==> src/design/iira_pkg.sv <==
// ----------------------------------------------------------------------------
// iira_pkg
// types, codes and constants of the indexed insert/remove array
// ----------------------------------------------------------------------------
package iira_pkg;

    localparam int DEFAULT_CAPACITY = 16;

    localparam int KIND_W       = 2;
    localparam int POS_W        = 5;
    localparam int WORD_W       = 32;
    localparam int ITEM_COUNT_W = 5;
    localparam int STATUS_W     = 2;

    localparam logic [KIND_W-1:0] KIND_INSERT = 2'd0;
    localparam logic [KIND_W-1:0] KIND_REMOVE = 2'd1;
    localparam logic [KIND_W-1:0] KIND_READ   = 2'd2;

    localparam logic [STATUS_W-1:0] STATUS_OK    = 2'd0;
    localparam logic [STATUS_W-1:0] STATUS_FULL  = 2'd1;
    localparam logic [STATUS_W-1:0] STATUS_RANGE = 2'd2;
    localparam logic [STATUS_W-1:0] STATUS_EMPTY = 2'd3;

    typedef struct packed {
        logic [KIND_W-1:0]        kind;
        logic [POS_W-1:0]         position;
        logic signed [WORD_W-1:0] new_value;
    } req_item_t;

    typedef struct packed {
        logic signed [WORD_W-1:0] read_value;
        logic [ITEM_COUNT_W-1:0]  item_count;
        logic [STATUS_W-1:0]      status;
    } rsp_item_t;

    typedef enum logic {
        CTRL_IDLE,
        CTRL_EXEC
    } ctrl_state_t;

    typedef struct packed {
        logic capture;
        logic execute;
    } ctrl_cmd_t;

endpackage

==> src/design/iira_ctrl.sv <==
// ----------------------------------------------------------------------------
// iira_ctrl
// handshake controller: takes a request, runs it once the result slot is free
// ----------------------------------------------------------------------------
module iira_ctrl
    import iira_pkg::*;
(
    input  logic      clk,
    input  logic      rst_n,
    input  logic      req_valid,
    output logic      req_ready,
    output logic      rsp_valid,
    input  logic      rsp_ready,
    output ctrl_cmd_t cmd
);

    ctrl_state_t state_reg;
    ctrl_state_t state_next;
    logic        rsp_valid_reg;
    logic        rsp_valid_next;
    logic        slot_free;

    // result slot can take a new result if empty or drained this cycle
    assign slot_free = !rsp_valid_reg || rsp_ready;

    always_comb
    begin
        state_next = state_reg;
        case (state_reg)
            CTRL_IDLE:
            begin
                if (req_valid)
                begin
                    state_next = CTRL_EXEC;
                end
            end
            CTRL_EXEC:
            begin
                if (slot_free)
                begin
                    state_next = CTRL_IDLE;
                end
            end
            default:
            begin
                state_next = CTRL_IDLE;
            end
        endcase
    end

    always_comb
    begin
        req_ready   = 1'b0;
        cmd.capture = 1'b0;
        cmd.execute = 1'b0;
        case (state_reg)
            CTRL_IDLE:
            begin
                req_ready   = 1'b1;
                cmd.capture = req_valid;
            end
            CTRL_EXEC:
            begin
                cmd.execute = slot_free;
            end
            default:
            begin
                req_ready = 1'b0;
            end
        endcase
    end

    always_comb
    begin
        if (cmd.execute)
        begin
            rsp_valid_next = 1'b1;
        end
        else if (rsp_ready)
        begin
            rsp_valid_next = 1'b0;
        end
        else
        begin
            rsp_valid_next = rsp_valid_reg;
        end
    end

    always_ff @(posedge clk or negedge rst_n)
    begin
        if (!rst_n)
        begin
            state_reg     <= CTRL_IDLE;
            rsp_valid_reg <= 1'b0;
        end
        else
        begin
            state_reg     <= state_next;
            rsp_valid_reg <= rsp_valid_next;
        end
    end

    assign rsp_valid = rsp_valid_reg;

endmodule

==> src/design/iira_dp.sv <==
// ----------------------------------------------------------------------------
// iira_dp
// entry register array with per-slot shift muxes, count and result register
// ----------------------------------------------------------------------------
module iira_dp
    import iira_pkg::*;
#(
    parameter int CAPACITY = DEFAULT_CAPACITY
)
(
    input  logic      clk,
    input  logic      rst_n,
    input  ctrl_cmd_t cmd,
    input  req_item_t req,
    output rsp_item_t rsp
);

    localparam int CNT_W = $clog2(CAPACITY + 1);
    localparam int CMP_W = (CNT_W > POS_W) ? CNT_W : POS_W;

    logic [KIND_W-1:0]        kind_reg;
    logic [POS_W-1:0]         pos_reg;
    logic signed [WORD_W-1:0] word_reg;

    logic signed [WORD_W-1:0] entries_reg  [CAPACITY];
    logic signed [WORD_W-1:0] entries_next [CAPACITY];
    logic signed [WORD_W-1:0] up_src       [CAPACITY];
    logic signed [WORD_W-1:0] dn_src       [CAPACITY];
    logic [CNT_W-1:0]         count_reg;
    logic [CNT_W-1:0]         count_next;
    rsp_item_t                rsp_reg;
    rsp_item_t                rsp_next;

    logic [CMP_W-1:0]         pos_ext;
    logic [CMP_W-1:0]         cnt_ext;
    logic [CMP_W-1:0]         at_ext;
    logic                     full;
    logic                     empty;
    logic                     do_ins;
    logic                     do_rem;
    logic signed [WORD_W-1:0] read_sel;

    assign pos_ext = CMP_W'(pos_reg);
    assign cnt_ext = CMP_W'(count_reg);
    assign full    = (count_reg == CNT_W'(CAPACITY));
    assign empty   = (count_reg == '0);
    // remove at count drops the last entry
    assign at_ext  = (pos_ext == cnt_ext) ? (cnt_ext - CMP_W'(1)) : pos_ext;

    // neighbour taps for the shift muxes
    always_comb
    begin
        up_src[0]          = '0;
        dn_src[CAPACITY-1] = '0;
        for (int i = 1; i < CAPACITY; i++)
        begin
            up_src[i] = entries_reg[i-1];
        end
        for (int i = 0; i < CAPACITY - 1; i++)
        begin
            dn_src[i] = entries_reg[i+1];
        end
    end

    always_comb
    begin
        read_sel = '0;
        for (int i = 0; i < CAPACITY; i++)
        begin
            if (pos_ext == CMP_W'(i))
            begin
                read_sel = read_sel | entries_reg[i];
            end
        end
    end

    always_comb
    begin
        do_ins              = 1'b0;
        do_rem              = 1'b0;
        rsp_next.read_value = '0;
        rsp_next.status     = STATUS_OK;
        case (kind_reg)
            KIND_INSERT:
            begin
                if (full)
                begin
                    rsp_next.status = STATUS_FULL;
                end
                else if (pos_ext > cnt_ext)
                begin
                    rsp_next.status = STATUS_RANGE;
                end
                else
                begin
                    do_ins = 1'b1;
                end
            end
            KIND_REMOVE:
            begin
                if (empty)
                begin
                    rsp_next.status = STATUS_EMPTY;
                end
                else if (pos_ext > cnt_ext)
                begin
                    rsp_next.status = STATUS_RANGE;
                end
                else
                begin
                    do_rem = 1'b1;
                end
            end
            KIND_READ:
            begin
                if (pos_ext < cnt_ext)
                begin
                    rsp_next.read_value = read_sel;
                end
                else
                begin
                    rsp_next.status = STATUS_RANGE;
                end
            end
            default:
            begin
                rsp_next.status = STATUS_OK;
            end
        endcase

        if (do_ins)
        begin
            count_next = count_reg + CNT_W'(1);
        end
        else if (do_rem)
        begin
            count_next = count_reg - CNT_W'(1);
        end
        else
        begin
            count_next = count_reg;
        end
        rsp_next.item_count = ITEM_COUNT_W'(count_next);
    end

    // slots at and above count hold zero, so shifting in from there clears
    always_comb
    begin
        for (int i = 0; i < CAPACITY; i++)
        begin
            entries_next[i] = entries_reg[i];
            if (do_ins)
            begin
                if (CMP_W'(i) > pos_ext)
                begin
                    entries_next[i] = up_src[i];
                end
                else if (CMP_W'(i) == pos_ext)
                begin
                    entries_next[i] = word_reg;
                end
            end
            else if (do_rem)
            begin
                if (CMP_W'(i) >= at_ext)
                begin
                    entries_next[i] = dn_src[i];
                end
            end
        end
    end

    always_ff @(posedge clk or negedge rst_n)
    begin
        if (!rst_n)
        begin
            for (int i = 0; i < CAPACITY; i++)
            begin
                entries_reg[i] <= '0;
            end
            count_reg <= '0;
        end
        else if (cmd.execute)
        begin
            for (int i = 0; i < CAPACITY; i++)
            begin
                entries_reg[i] <= entries_next[i];
            end
            count_reg <= count_next;
        end
    end

    always_ff @(posedge clk)
    begin
        if (cmd.capture)
        begin
            kind_reg <= req.kind;
            pos_reg  <= req.position;
            word_reg <= req.new_value;
        end
        if (cmd.execute)
        begin
            rsp_reg <= rsp_next;
        end
    end

    assign rsp = rsp_reg;

endmodule

==> src/design/indexed_insert_remove_array_core.sv <==
// ----------------------------------------------------------------------------
// indexed_insert_remove_array_core
// ordered list of signed words with insert, remove and read at an index
// ----------------------------------------------------------------------------
// request channel req_valid/req_ready carries kind, position and new_value;
// response channel rsp_valid/rsp_ready carries read_value, item_count, status.
// every request gives exactly one response, in order.
// a request is captured when taken and executed in the EXEC state once the
// result slot is free, which a waiting response can stall; the execute step
// then sets the rsp_valid register together with the response register. a
// new request is taken only after the previous one has executed, through the
// capture and execute steps of the controller around the single entry array update.
// the response sits in an output register: a new request is taken while it
// waits, but execution holds until the receiver has drained the register,
// and req_ready stays low meanwhile.
// reset empties the list, clears every entry to zero and drops rsp_valid.
// ----------------------------------------------------------------------------
module indexed_insert_remove_array_core
    import iira_pkg::*;
#(
    parameter int CAPACITY = DEFAULT_CAPACITY
)
(
    input  logic      clk,
    input  logic      rst_n,
    input  logic      req_valid,
    output logic      req_ready,
    input  req_item_t req,
    output logic      rsp_valid,
    input  logic      rsp_ready,
    output rsp_item_t rsp
);

    ctrl_cmd_t cmd;

    iira_ctrl u_ctrl
    (
        .clk       (clk),
        .rst_n     (rst_n),
        .req_valid (req_valid),
        .req_ready (req_ready),
        .rsp_valid (rsp_valid),
        .rsp_ready (rsp_ready),
        .cmd       (cmd)
    );

    iira_dp #(
        .CAPACITY (CAPACITY)
    ) u_dp
    (
        .clk   (clk),
        .rst_n (rst_n),
        .cmd   (cmd),
        .req   (req),
        .rsp   (rsp)
    );

endmodule

==> config.mk <==
export PLATFORM = sky130hd
export DESIGN_NAME = indexed_insert_remove_array_core
export DESIGN_NICKNAME = d
export VERILOG_FILES = /design/src/design/iira_pkg.sv /design/src/design/iira_ctrl.sv /design/src/design/iira_dp.sv /design/src/design/indexed_insert_remove_array_core.sv
export SDC_FILE = /design/constraint.sdc
export NUM_CORES = 2
export LEC_CHECK = 0
export BUFFER_PORTS_ARGS = -buffer_cell sky130_fd_sc_hd__buf_2
export CAP_MARGIN = 0
export CORE_MARGIN = 3
export CORE_UTILIZATION = 45
export DETAILED_ROUTE_END_ITERATION = 8
export PLACE_DENSITY = 0.71
export SLEW_MARGIN = 25
export SYNTH_ARGS = -nofsm -noshare
export SYNTH_HDL_FRONTEND = slang
export SYNTH_SLANG_ARGS = --single-unit
==> constraint.sdc <==
create_clock -name clk -period 3.4 [get_ports clk]
set_input_delay 0.51 -clock clk [delete_from_list [all_inputs] [get_ports clk]]
set_output_delay 0.51 -clock clk [all_outputs]
set_load 0.02 [all_outputs]
Word level (Yosys, flattened, before mapping)
Index checks and enable logic that the tools add are counted.
Word-level totals
  output and inout port bits: 41
  logic and storage cells: 284
  register bits: 597
  bits of input ports: 43
Cells by class
  equal/unequal tests: 50
  bitwise gates (word level): 16
  $lt $le $gt $ge: 34
  reductions and logical operators: 40
  $add $sub $neg: 2
  multiplexer cells: 117
Operators with widths (number)
  32-bit two-way mux: 96
  32-bit OR: 15
  4-bit AND reduction: 16
  3-bit inequality test, second input constant: 16
  4-bit by 5-bit equality test with 1-bit output, first input constant: 8
  5-bit by 4-bit equality test with 1-bit output, second input constant: 8
  4-bit by 5-bit >= comparator with 1-bit output, first input constant: 8
  4-bit by 5-bit > comparator with 1-bit output, first input constant: 8
  2-bit nonzero test: 18
  3-bit by 5-bit equality test with 1-bit output, first input constant: 4
  5-bit by 3-bit equality test with 1-bit output, second input constant: 4
  3-bit by 5-bit >= comparator with 1-bit output, first input constant: 4
  3-bit by 5-bit > comparator with 1-bit output, first input constant: 4
  5-bit two-way mux: 3
  1-bit two-way mux: 12
  2-bit by 5-bit equality test with 1-bit output, first input constant: 2
  5-bit by 2-bit equality test with 1-bit output, second input constant: 2
  1-bit by 5-bit >= comparator with 1-bit output, first input constant: 2
  2-bit by 5-bit >= comparator with 1-bit output, first input constant: 2
  1-bit by 5-bit > comparator with 1-bit output, first input constant: 2
  2-bit by 5-bit > comparator with 1-bit output, first input constant: 2
  5-bit logical NOT: 2
  2-bit two-way mux: 4
  2-bit case mux with 3 select lines: 1
  other kinds (16): 16

Depth between registers and ports, before layout
  depth after elaboration: 32
  gate-level depth with buffers: 14
  mapped depth without buffers: 9

Cells and area by module
Synthesis repeated with hierarchy kept, for this count alone.
Unflattened totals
  cells, all modules: 3426
  area total of the unflattened synthesis: 35402.7 sq um
By module, submodules not included
  iira_dp: cells an instance 3417, instances 1, sequential area each 15279.7 sq um, area an instance 35301.4 sq um
  iira_ctrl: cells an instance 9, instances 1, sequential area each 50.0 sq um, area an instance 101.3 sq um

Worst setup path before layout
No wires, ideal clock.
  kind: in2reg
  start: input port rsp_ready
  end: register u_dp.entries_reg, in the netlist u_dp.dn_src[418]
  buffers on the path: 3
  required time: 3273 ps
  data arrival time: 3256 ps
  setup time: 127 ps
  setup slack: 17 ps
  cell stages on the path: 9
  cell sequence: nand2b_1 -> nand2_1 -> inv_1 -> buf_2 -> clkbuf_1 -> nand4_1 -> nand3_2 -> buf_6 -> mux2_1
RTL lines
  start: declaration: RTL line indexed_insert_remove_array_core.sv:30  | input logic rsp_ready,
  end signal: indexed assignment: RTL line iira_dp.sv:187  | entries_reg[i] <= entries_next[i];
  end: declaration: RTL line iira_dp.sv:25  | logic signed [WORD_W-1:0] entries_reg [CAPACITY];

Worst setup path after layout
  start: register u_dp.count_reg[1] (netlist: u_dp.cnt_ext[1])
  end: register u_dp.entries_reg, in the netlist u_dp.dn_src[254]
On the way
  word-level cells in the longest chain between the ends: 6
  elaborated cells on any way between the ends: 17
  classes of those cells: 1 x add/sub; 2 x order compare; 3 x eq/ne; 7 x mux; 4 x reduce/logical
RTL lines
  start: declaration: RTL line iira_dp.sv:29  | logic [CNT_W-1:0] count_reg;
  start signal: assignment: RTL line iira_dp.sv:189  | count_reg <= count_next;
  branches (longest 6 deep; another with 5-bit by 1-bit subtractor with 5-bit output)
Several ways; the timed one is not identified.
A chain may end at the register's enable or synchronous reset.

==> results.sh <==
export IMPL_fmax_ghz=0.306
export IMPL_p_leak_uw=0.0165
export IMPL_placed_cell_area_um2=37300
export IMPL_critPathMaxFanout=20
export IMPL_die_width_um=285
export IMPL_worst_hold_path_type="input port to register"
export IMPL_setup_tns_ps=0
export IMPL_start_util_pct=45.8
export IMPL_largest_reg_flops=480
export IMPL_post_route_cell_area_um2=39600
export IMPL_synthFlopType="dfrtp_1"
export IMPL_nNetsFinal=3814
export IMPL_synth_edf_count=78
export IMPL_ys_seq_area_share_pct=43.7
export IMPL_finClkSkew_ps=33.2
export IMPL_drt_iter0_drc=4810
export IMPL_nFillCells=6949
export IMPL_antenna_found_initial=0
export IMPL_slew_viol_final=0
export IMPL_firstDrtPassIters=8
export IMPL_synth_nets=3866
export IMPL_wire_per_inst_um=26.8
export IMPL_avgSynthCellArea_um2=9.20
export IMPL_crit_path_start_kind="register"
export IMPL_max_stage_delay_ps=860
export IMPL_cp_end_kind="register"
export IMPL_cts_max_level=3
export IMPL_num_rows=101
export IMPL_drc=0
export IMPL_status="complete, no violations"
export IMPL_overflow=0
export IMPL_cap_violations=0
export IMPL_async_reset_ff_share_pct=86.9
export IMPL_ys_types=78
export IMPL_ant_nets=0
export IMPL_via_per_inst=6.61
export IMPL_grt_pass1_vias=30200
export IMPL_peakVddDrop_v=0.000454
export IMPL_yosysWarnings=0
export IMPL_synth_seq_cells=597
export IMPL_grt_pass1_wl_mm=194
export IMPL_routed_wl_mm=130
export IMPL_cts_sinks=597
export IMPL_vias=32000
export IMPL_fp_dieH_um=285
export IMPL_post_route_min_period_ps=3260
export IMPL_cts_tree="yes"
export IMPL_hpwl_mm=73.1
export IMPL_gp_congestion=0.924
export IMPL_p_per_area_nw_per_um2=720
export IMPL_dieArea_um2=81400
export IMPL_clk_latency_ps=640
export IMPL_slew_limit_headroom_pct=23.4
export IMPL_setup_viol=0
export IMPL_clk_pin_slew_ps=60
export IMPL_whs_ps=50.5
export IMPL_io_pins=84
export IMPL_arrival_ps=3820
export IMPL_crit_buf_inv=3
export IMPL_reg2reg_setup_slack_ps=140
export IMPL_numPortBuffers=83
export IMPL_drive_gt1_share_pct=15.2
export IMPL_crit_path_top_delay_cell="nor2_4"
export IMPL_cts_buffers=67
export IMPL_critPathTopFamily="simple AND/OR/NAND/NOR gates"
export IMPL_cp_cell_sequence="inv_1 -> ha_1 -> nor2b_1 -> o31ai_2 -> a21oi_1 -> buf_4 -> nor2_4 -> a2bb2oi_1 -> nor2_4 -> buf_4 -> a2bb2oi_1"
export IMPL_area_growth_pct=12.9
export IMPL_final_hold_violation_count=0
export IMPL_syn_inst=3816
export IMPL_clockBufferDepth=3
export IMPL_min_period_over_period_pct=96.0
export IMPL_grt_max_degree=135
export IMPL_rsz0062_at_grt="yes"
export IMPL_max_slew_worst_pin_slew_ps=1150
export IMPL_core_area_um2=76600
export IMPL_grtUsageTotal_pct=31.1
export IMPL_synth_area_um2=35100
export IMPL_root_buffer="clkbuf_16"
export IMPL_required_ps=3960
export IMPL_path_class="register to register"
## cell usage after synthesis, types with 17 or more instances
master,number,area (um2)
a31oi_1,132,826
mux2_1,30,338
dfrtp_1,519,13000
buf_4,26,195
buf_2,81,405
o21ai_1,17,85.1
nor2_1,289,1080
a311oi_1,34,298
a22o_1,88,771
a21oi_1,200,1000
nand2_1,627,2350
nand3_1,71,355
and4_1,26,228
mux2_2,133,1500
clkbuf_1,242,908
a22oi_1,46,345
a21o_1,36,270
o2bb2ai_1,32,280
mux2i_1,353,3530
mux2_4,30,450
o21ai_0,442,2210
edfxtp_1,78,2340
a2bb2oi_1,34,298
a221oi_1,90,788
## path summary, 6_finish.rpt
check,endpoint,cells past startpoint,startpoint
max,u_dp.dn_src[254],11,u_dp.cnt_ext[1]
min,u_dp.word_reg[11],1,req[11]
max reg2reg,u_dp.dn_src[254],11,u_dp.cnt_ext[1]
min reg2reg,u_dp.dn_src[54],1,u_dp.dn_src[54]
max in group asynchronous,u_dp.dn_src[370],3,rst_n
min in group asynchronous,u_dp.dn_src[382],2,rst_n
## cell usage in the layout (no fill, tap or decap), types with 32 or more instances in the layout
cell type / n
o2bb2ai_1: 32
a21oi_1: 200
buf_2: 82
nand3_1: 70
mux2_2: 133
dfrtp_1: 519
mux2i_1: 353
nor2_1: 274
edfxtp_1: 78
a21o_1: 36
a22o_1: 88
clkbuf_16: 72
a221oi_1: 90
o21ai_0: 442
a311oi_1: 34
nand2_1: 624
a22oi_1: 46
buf_4: 116
buf_12: 42
a2bb2oi_1: 34
a31oi_1: 131
## routing by layer
metal  up-vias  global-route usage (%)  wire length [um]
met5         -                       0                 0
met4         0                    17.8              8740
met3       560                    6.79             15200
met2      2249                    45.6             55200
met1     15400                    42.4             50600
li1      13800                       -                 -
## per-stage QoR
step           instances  setup WS, ps  util, %  total power [uW]
5_1_grt             4848         -6.51     51.8             29900
3_3_place_gp        4720           130     48.7             20400
4_1_cts             4844          72.9     51.7             28300
2_1_floorplan       3816          17.0        -             17300
6_report            4849           136     51.8             28500
3_5_place_dp        4720           121     48.7             20600
## logic make-up after synthesis
family | synth area share [%]
compound gates | 21.7
fa+ha+maj | 0.249
mux | 16.6
buf+inv | 4.73
flops | 43.7
simple gates | 12.8
xor+xnor | 0.271
## power breakdown
group	switching, uW	internal, uW
clock	3200	4500
combinational	5430	3540
sequential	2460	9420
total	11100	17500
## final cells by class
class	count	area, um2	area share [%]
Multi-Input combinational cell	2843	18500	46.6
Antenna cell	1	2.50	0.00631
Clock inverter	28	305	0.770
Tap cell	1030	1290	3.25
Sequential cell	597	15300	38.7
Timing Repair Buffer	245	2200	5.54
Inverter	10	40.0	0.101
Clock buffer	95	2000	5.04
## repair_timing
| item | in CTS | in global routing |
|---|---|---|
| setup endpoints to repair | 0 | 30 |
| hold endpoints to repair | 35 | 0 |
| hold buffers | 1 | 0 |
| setup buffers | 0 | 4 |
| gates resized for setup | 0 | 5 |
(Power assumes the default switching activity.)
